## src/rtl/chm_pkg.sv

```systemverilog
// Shared constants, micro-operation codes, status bundle and home hash
// for the coalesced hash map engine. No dependencies.
package chm_pkg;

  localparam int CAPACITY   = 64;
  localparam int IDX_W      = $clog2(CAPACITY);
  localparam int LINK_W     = IDX_W + 1;
  localparam int CNT_W      = IDX_W + 1;
  localparam int KEY_BITS   = 32;
  localparam int VALUE_BITS = 32;

  localparam logic [LINK_W-1:0] END_LINK = LINK_W'(CAPACITY);

  localparam logic [1:0] CMD_LOOKUP = 2'd0;
  localparam logic [1:0] CMD_SET    = 2'd1;
  localparam logic [1:0] CMD_REMOVE = 2'd2;

  localparam logic [1:0] ST_OK   = 2'd0;
  localparam logic [1:0] ST_MISS = 2'd1;
  localparam logic [1:0] ST_FULL = 2'd2;

  typedef enum logic [4:0] {
    U_IDLE, U_NOP, U_F_RD, U_F_EN, U_F_KEY, U_L_RD, U_L_VAL, U_S_WR, U_NF,
    U_P_HOME, U_P_FP, U_P_HK, U_P_OTH, U_W_RD, U_W_CHK, U_P_LINK, U_P_MOVE,
    U_P_FILL, U_R_START, U_R_LK, U_R_RD, U_R_CHK, U_R_UNLINK, U_R_COPY,
    U_R_CLEAR, U_RES
  } uop_t;

  typedef struct packed {
    logic [1:0] cmd;
    logic       live_zero;
    logic       full;
    logic       cur_ok;
    logic       key_eq;
    logic       h_used;
    logic       fp_stop;
    logic       evict;
    logic       walk_stop;
    logic       gone_is_last;
    logic       ent_is_last;
    logic       pred_valid;
    logic       linkb_valid;
  } dp_stat_t;

  // Fold the key into a bucket index.
  function automatic logic [IDX_W-1:0] home_of(input logic [KEY_BITS-1:0] k);
    logic [IDX_W-1:0] h;
    h = '0;
    for (int i = 0; i < KEY_BITS; i++) begin
      h[i % IDX_W] = h[i % IDX_W] ^ k[i];
    end
    return h;
  endfunction

endpackage

```

## src/rtl/chm_ctrl.sv

```systemverilog
// Sequencer for the coalesced hash map engine: steps through the micro-ops
// of one command. Depends on chm_pkg.
module chm_ctrl (
  input  logic              clk,
  input  logic              rst_n,
  input  logic              in_valid,
  input  logic              out_free,
  input  chm_pkg::dp_stat_t stat,
  output logic              in_ready,
  output chm_pkg::uop_t     uop
);

  typedef enum logic [4:0] {
    S_IDLE, S_DISP, S_F_RD, S_F_EN, S_F_KEY, S_L_RD, S_L_VAL, S_S_WR, S_NF,
    S_P_HOME, S_P_FP, S_P_HK, S_P_OTH, S_W_RD, S_W_CHK, S_P_LINK, S_P_MOVE,
    S_P_FILL, S_R_START, S_R_LK, S_R_RD, S_R_CHK, S_R_UNLINK, S_R_COPY,
    S_R_CLEAR, S_RES
  } state_t;

  state_t state_r, state_nxt;

  always_comb begin
    state_nxt = state_r;
    case (state_r)
      S_IDLE:     if (in_valid) state_nxt = S_DISP;
      S_DISP: begin
        if (!(stat.cmd inside {chm_pkg::CMD_LOOKUP, chm_pkg::CMD_SET,
                               chm_pkg::CMD_REMOVE})) state_nxt = S_RES;
        else if (stat.live_zero) state_nxt = S_NF;
        else state_nxt = S_F_RD;
      end
      S_F_RD:     state_nxt = stat.cur_ok ? S_F_EN : S_NF;
      S_F_EN:     state_nxt = S_F_KEY;
      S_F_KEY: begin
        if (!stat.key_eq) state_nxt = S_F_RD;
        else if (stat.cmd == chm_pkg::CMD_LOOKUP) state_nxt = S_L_RD;
        else if (stat.cmd == chm_pkg::CMD_SET) state_nxt = S_S_WR;
        else state_nxt = S_R_START;
      end
      S_L_RD:     state_nxt = S_L_VAL;
      S_L_VAL:    state_nxt = S_RES;
      S_S_WR:     state_nxt = S_RES;
      S_NF:       state_nxt = (stat.cmd == chm_pkg::CMD_SET && !stat.full) ? S_P_HOME : S_RES;
      S_P_HOME:   state_nxt = stat.h_used ? S_P_FP : S_RES;
      S_P_FP:     if (stat.fp_stop) state_nxt = S_P_HK;
      S_P_HK:     state_nxt = S_P_OTH;
      S_P_OTH:    state_nxt = S_W_RD;
      S_W_RD:     state_nxt = S_W_CHK;
      S_W_CHK:    state_nxt = stat.walk_stop ? S_P_LINK : S_W_RD;
      S_P_LINK:   state_nxt = stat.evict ? S_P_MOVE : S_P_FILL;
      S_P_MOVE:   state_nxt = S_P_FILL;
      S_P_FILL:   state_nxt = S_RES;
      S_R_START:  state_nxt = stat.gone_is_last ? S_R_UNLINK : S_R_LK;
      S_R_LK:     state_nxt = S_R_RD;
      S_R_RD:     state_nxt = S_R_CHK;
      S_R_CHK:    state_nxt = stat.ent_is_last ? S_R_UNLINK : S_R_RD;
      S_R_UNLINK: begin
        if (stat.pred_valid || !stat.linkb_valid) state_nxt = S_R_CLEAR;
        else state_nxt = S_R_COPY;
      end
      S_R_COPY:   state_nxt = S_R_CLEAR;
      S_R_CLEAR:  state_nxt = S_RES;
      S_RES:      if (out_free) state_nxt = S_IDLE;
      default:    state_nxt = S_IDLE;
    endcase
  end

  always_ff @(posedge clk) begin
    if (!rst_n) begin
      state_r <= S_IDLE;
    end else begin
      state_r <= state_nxt;
    end
  end

  assign in_ready = (state_r == S_IDLE);

  always_comb begin
    case (state_r)
      S_IDLE:     uop = chm_pkg::U_IDLE;
      S_DISP:     uop = chm_pkg::U_NOP;
      S_F_RD:     uop = chm_pkg::U_F_RD;
      S_F_EN:     uop = chm_pkg::U_F_EN;
      S_F_KEY:    uop = chm_pkg::U_F_KEY;
      S_L_RD:     uop = chm_pkg::U_L_RD;
      S_L_VAL:    uop = chm_pkg::U_L_VAL;
      S_S_WR:     uop = chm_pkg::U_S_WR;
      S_NF:       uop = chm_pkg::U_NF;
      S_P_HOME:   uop = chm_pkg::U_P_HOME;
      S_P_FP:     uop = chm_pkg::U_P_FP;
      S_P_HK:     uop = chm_pkg::U_P_HK;
      S_P_OTH:    uop = chm_pkg::U_P_OTH;
      S_W_RD:     uop = chm_pkg::U_W_RD;
      S_W_CHK:    uop = chm_pkg::U_W_CHK;
      S_P_LINK:   uop = chm_pkg::U_P_LINK;
      S_P_MOVE:   uop = chm_pkg::U_P_MOVE;
      S_P_FILL:   uop = chm_pkg::U_P_FILL;
      S_R_START:  uop = chm_pkg::U_R_START;
      S_R_LK:     uop = chm_pkg::U_R_LK;
      S_R_RD:     uop = chm_pkg::U_R_RD;
      S_R_CHK:    uop = chm_pkg::U_R_CHK;
      S_R_UNLINK: uop = chm_pkg::U_R_UNLINK;
      S_R_COPY:   uop = chm_pkg::U_R_COPY;
      S_R_CLEAR:  uop = chm_pkg::U_R_CLEAR;
      S_RES:      uop = chm_pkg::U_RES;
      default:    uop = chm_pkg::U_NOP;
    endcase
  end

endmodule

```

## config.mk

```make
export PLATFORM = sky130hd
export DESIGN_NAME = chm_ctrl
export DESIGN_NICKNAME = d
export VERILOG_FILES = /design/src/rtl/chm_pkg.sv /design/src/rtl/chm_ctrl.sv
export SDC_FILE = /design/constraint.sdc
export NUM_CORES = 1
export LEC_CHECK = 0
export BUFFER_PORTS_ARGS = -buffer_cell sky130_fd_sc_hd__buf_4
export CAP_MARGIN = 20
export CORE_MARGIN = 4
export CORE_UTILIZATION = 51
export CTS_CLUSTER_DIAMETER = 60
export CTS_CLUSTER_SIZE = 30
export DETAILED_ROUTE_END_ITERATION = 7
export PLACE_DENSITY = 0.78
export SLEW_MARGIN = 10
export SYNTH_ARGS = -nofsm -noshare
export SYNTH_HDL_FRONTEND = slang
export SYNTH_SLANG_ARGS = --single-unit
```

## constraint.sdc

```tcl
create_clock -name clk -period 1.8 [get_ports clk]
set_input_delay 0.09 -clock clk [delete_from_list [all_inputs] [get_ports clk]]
set_output_delay 0.09 -clock clk [all_outputs]
set_load 0.03 [all_outputs]
```

Yosys cells after proc, flatten, opt, wreduce, memory -nomap -nowiden. Memory sizes are Yosys's and may differ from the RTL's. A register that Yosys moved wholly into a read port is not among the register bits. Cells that the tools add are included.

Bits of input ports: 18. Memories kept: 1. Memory bits (read-only): 160. Register bits after elaboration: 5. Word-level logic and storage cells: 60. Output and inout bits: 6.

Memories: (no name shown) (depth 32, bits a word 5, read ports 1, clocked after memory_dff 1, wr ports 0, line chm_ctrl.sv:79) `case (state_r)`.

Mux-type cells: 19. Reductions and logical operators: 9. Equal/unequal tests: 30.

Operators by type and width (number): $pmux 5 s23 (1); $mux 5 (11); $eq 5x5->1 const B (10); $eq 5x4->1 const B (8); $eq 5x3->1 const B (4); $mux 4 (3); $eq 5x2->1 const B (2); $ne 2x2->1 const B (3); $eq 5x1->1 const B (1); $logic_not 5->1 (1); $mux 2 (2); $reduce_or 4->1 (1); $mux 3 (1); $reduce_and 3->1 (1); $reduce_bool 3->1 (1); $eq 2x1->1 const B (1); $eq 2x2->1 const B (1); $logic_not 1->1 (2); $logic_not 2->1 (1); $logic_and 1x1->1 (1); $logic_or 1x1->1 (1); $mux 1 (1).

Logic depth before layout (Yosys ltp).
Depth in word-level cells: 7. Gate-level depth with buffers: 6.

Worst setup path before layout. No wires, ideal clock.

Kind: flip-flop to output port. Start: reg state_r[4]. End: out in_ready. Path buffers: 1. Cell stages (with the launch flop): 4. Arrival: 1.533 ns. Path slack: 0.177 ns. Cells stage by stage: dfxtp_1 > buf_2 > or3_1 > nor3_1.

Longest elaborated chain between the ends: 1.

Ends and longest elaborated chain: start, declared (line chm_ctrl.sv:20) `state_t state_r, state_nxt;`; start signal, assigned (line chm_ctrl.sv:72) `state_r <= state_nxt;`; $logic_not 5->1 (line chm_ctrl.sv:76) `assign in_ready = (state_r == S_IDLE);`; end, declared (line chm_ctrl.sv:9) `output logic in_ready,`.

Every way passes these cells.

Worst setup path after layout.
Start: reg state_r[1]. End: out in_ready.

The elaborated chain is that of the path after synthesis.

==> reports/qor.txt <==
Hold path startpoint - rst_n
Footprint of the multi-input gates - 568 um2
Synth cell count leaders - 10 x dfxtp_1, 6 x nand2b_1, 6 x nor2_1
FF+latch area - 201 um2
R2R Setup Slk - 190 ps
Sink Count - 10
I/O Buffers - 23
Initial drt markers - 23
Top cell family by delay on the critical path - simple AND/OR/NAND/NOR gates
Worst r2r path cells - 4
Hold EP - uop[1]
Number of max-cap violations - 0
Fin area - 1070 um2
Endpoint of the worst register-to-register path - uop[0]
CTS tree - built
Kind of critical path - flip-flop to output pin
Final min period - 1670 ps
RSZ-0062 raised after global routing - no
Syn nets - 119
Synth cell types - 48
Hold Vio Cnt, Final - 0
Hold Path Cell Cnt - 2
Cell area after synthesis - 861 um2
ANT cells - 0
Mean Syn Cell Area - 8.52 um2
Outcome - finished, final reports clean
WP data required - 1710 ps
Lkg Pwr - 0.444 nW
Via density per instance - 6.32
EDFF count, synth - 0
Part of the cycle the worst path needs - 92.6%
Total grt overflow - 0
DR vias - 898
Worst-path fanout max - 14
Setup_tns - 0 ps
Synthesized instance count - 101
Sequential share of the synthesized area - 23.3%
Initial antenna violation count - 0
Area leader, netlist - dfxtp_1
Total die area - 2410 um2
Seq cells post-synth - 10
Arrival time worst endpoint - 1580 ps
DIE WIDTH - 49.1 um
Share of the synthesized area in the top cell type - 23.3%
Crit start category - flip-flop
Nets - 145
Wire per inst - 15.4 um
Htree depth - 1
I/O pins - 24
Cell Area, Placed - 1030 um2
Largest net degree at the start of global routing - 25
Hold crit path type - input port to flip-flop
# setup viols final - 0
Hold_buf cts - 0
Yosys warnings - 0
Layout cells sized above 1 - 32.5%
Measured slew at the worst slew-check pin - 510 ps
Synth-to-Final Area Change - 23.8%
Max incr delay on CP - 390 ps
Clock-pin slew of the registers on the worst-case setup and hold paths - 70 ps
Remaining antenna violation count after routing - 0
Most common cell in the netlist - dfxtp_1
CTS Root Cell - clkbuf_4
Crit-path cells - buf_4 -> or3_1 -> nor3_1 -> buf_4
Largest cells by area after synthesis - dfxtp_1 23%, buf_6 5.2%, o31a_1 5.1%, nand2b_1 4.4%, o311a_1 3.5%
Critical R2R Launch - state_r[1]
Setup Buffers After CTS - 0
Fill cells - 136
Ys async rst share - 0%
Buf/Inv on CP - 2
Gpl congestion - 0.907
Vias in the first global route - 850
VDD IR max - 1050 uV
Inserted Clock Buffers - 3
Total iterations of the first detailed-routing run - 4
Num rows - 14
WHS - 123 ps
Slew HR - 66.0%
Power per cell area - 1590 nW/um2
Final Skew - 9.21 ps
Slowest-stage cell, CP - dfxtp_2
Initial core utilization - 55.2%
Slew Limit Fails - 0
Die height - 49.1 um
Clock Latency Late Sink - 270 ps
Most common cell on crit path - buf_4
GRT Util Overall - 19.4%
FMAX - 600 MHz
Drt drc - 0
First-pass GRT wire length - 3730 um
Core region area - 1560 um2
Drt total wl - 2180 um
Worst setup EP type - output pin
Synth Flop Type - dfxtp_1
DP HPWL - 1630 um
Clk buf depth - 2
-- report_power, final --
group / internal, mW / switching [mW] / total, mW / leakage (nW)
clock: 0.123 / 0.0840 / 0.207 / 0.0210
combinational: 0.502 / 0.547 / 1.05 / 0.340
sequential: 0.311 / 0.128 / 0.439 / 0.0828
-- logic make-up after synthesis --
family	synth area share, %
AO/OA/AOI/OAI	37.4
AND/OR/NAND/NOR	26.5
buffers and inverters	10.8
flip-flops	23.3
XOR/XNOR	1.02
adder cells (fa/ha/maj)	1.16
-- state kept, by name, indices dropped and copies added (netlist names) --
signal	cells
state_r	5
uop	5
-- cells in the final DEF, fill, tap and decap left out, types with 2 or more instances in the layout --
cell type  instances
nor2b_1            4
nand3b_1           3
o31a_1             5
a21oi_1            4
inv_1              2
nand2b_1           6
a211oi_1           3
dfxtp_1            9
a31oi_1            2
a41oi_1            2
a21o_1             2
o311a_1            3
o41a_1             2
clkbuf_4           3
buf_4             31
nor2_1             6
o21ai_1            2
nand3_1            2
a32oi_1            2
nand2_1            4
-- layout make-up --
class                           count  area share [%]
Clock buffer                        4            3.40
Inverter                            2           0.704
Multi-Input combinational cell     79            53.3
Sequential cell                    10            18.9
Tap cell                           16            1.88
Timing Repair Buffer               31            21.8
-- per-layer routing --
metal	vias to the layer above	global-route usage, %	part of all wire [%]
li1	442	-	-
met4	0	5.21	0.64
met3	2	6.42	5.4
met5	-	0	0
met1	426	24.5	44
met2	28	31.3	49
-- worst max path at each step --
stage | startpoint | to | slack [ps] | cells past startpoint
global route | state_r[1] | in_ready | 60 | 4
finish | state_r[1] | in_ready | 130 | 4
CTS | state_r[1] | in_ready | 60 | 4
floorplan | state_r[4] | in_ready | 180 | 3
detailed placement | state_r[1] | uop[0] | 160 | 4
global placement | state_r[1] | state_r[0] | 240 | 4
-- stage by stage --
stage | worst slack (ps) | util (%) | instances | power (mW)
2_1_floorplan | 177 | - | 101 | 1.23
3_3_place_gp | 235 | 66.0 | 138 | 1.47
3_5_place_dp | 157 | 66.0 | 138 | 1.47
4_1_cts | 56.9 | 68.3 | 142 | 1.69
5_1_grt | 57.7 | 68.4 | 142 | 1.83
6_report | 134 | 68.4 | 142 | 1.69
-- timing repair --
action,4_1_cts,5_1_grt
gates resized for setup,0,1
endpoints found under the hold margin,0,0
endpoints found under the setup margin,0,1
(Power assumes the default switching activity.)
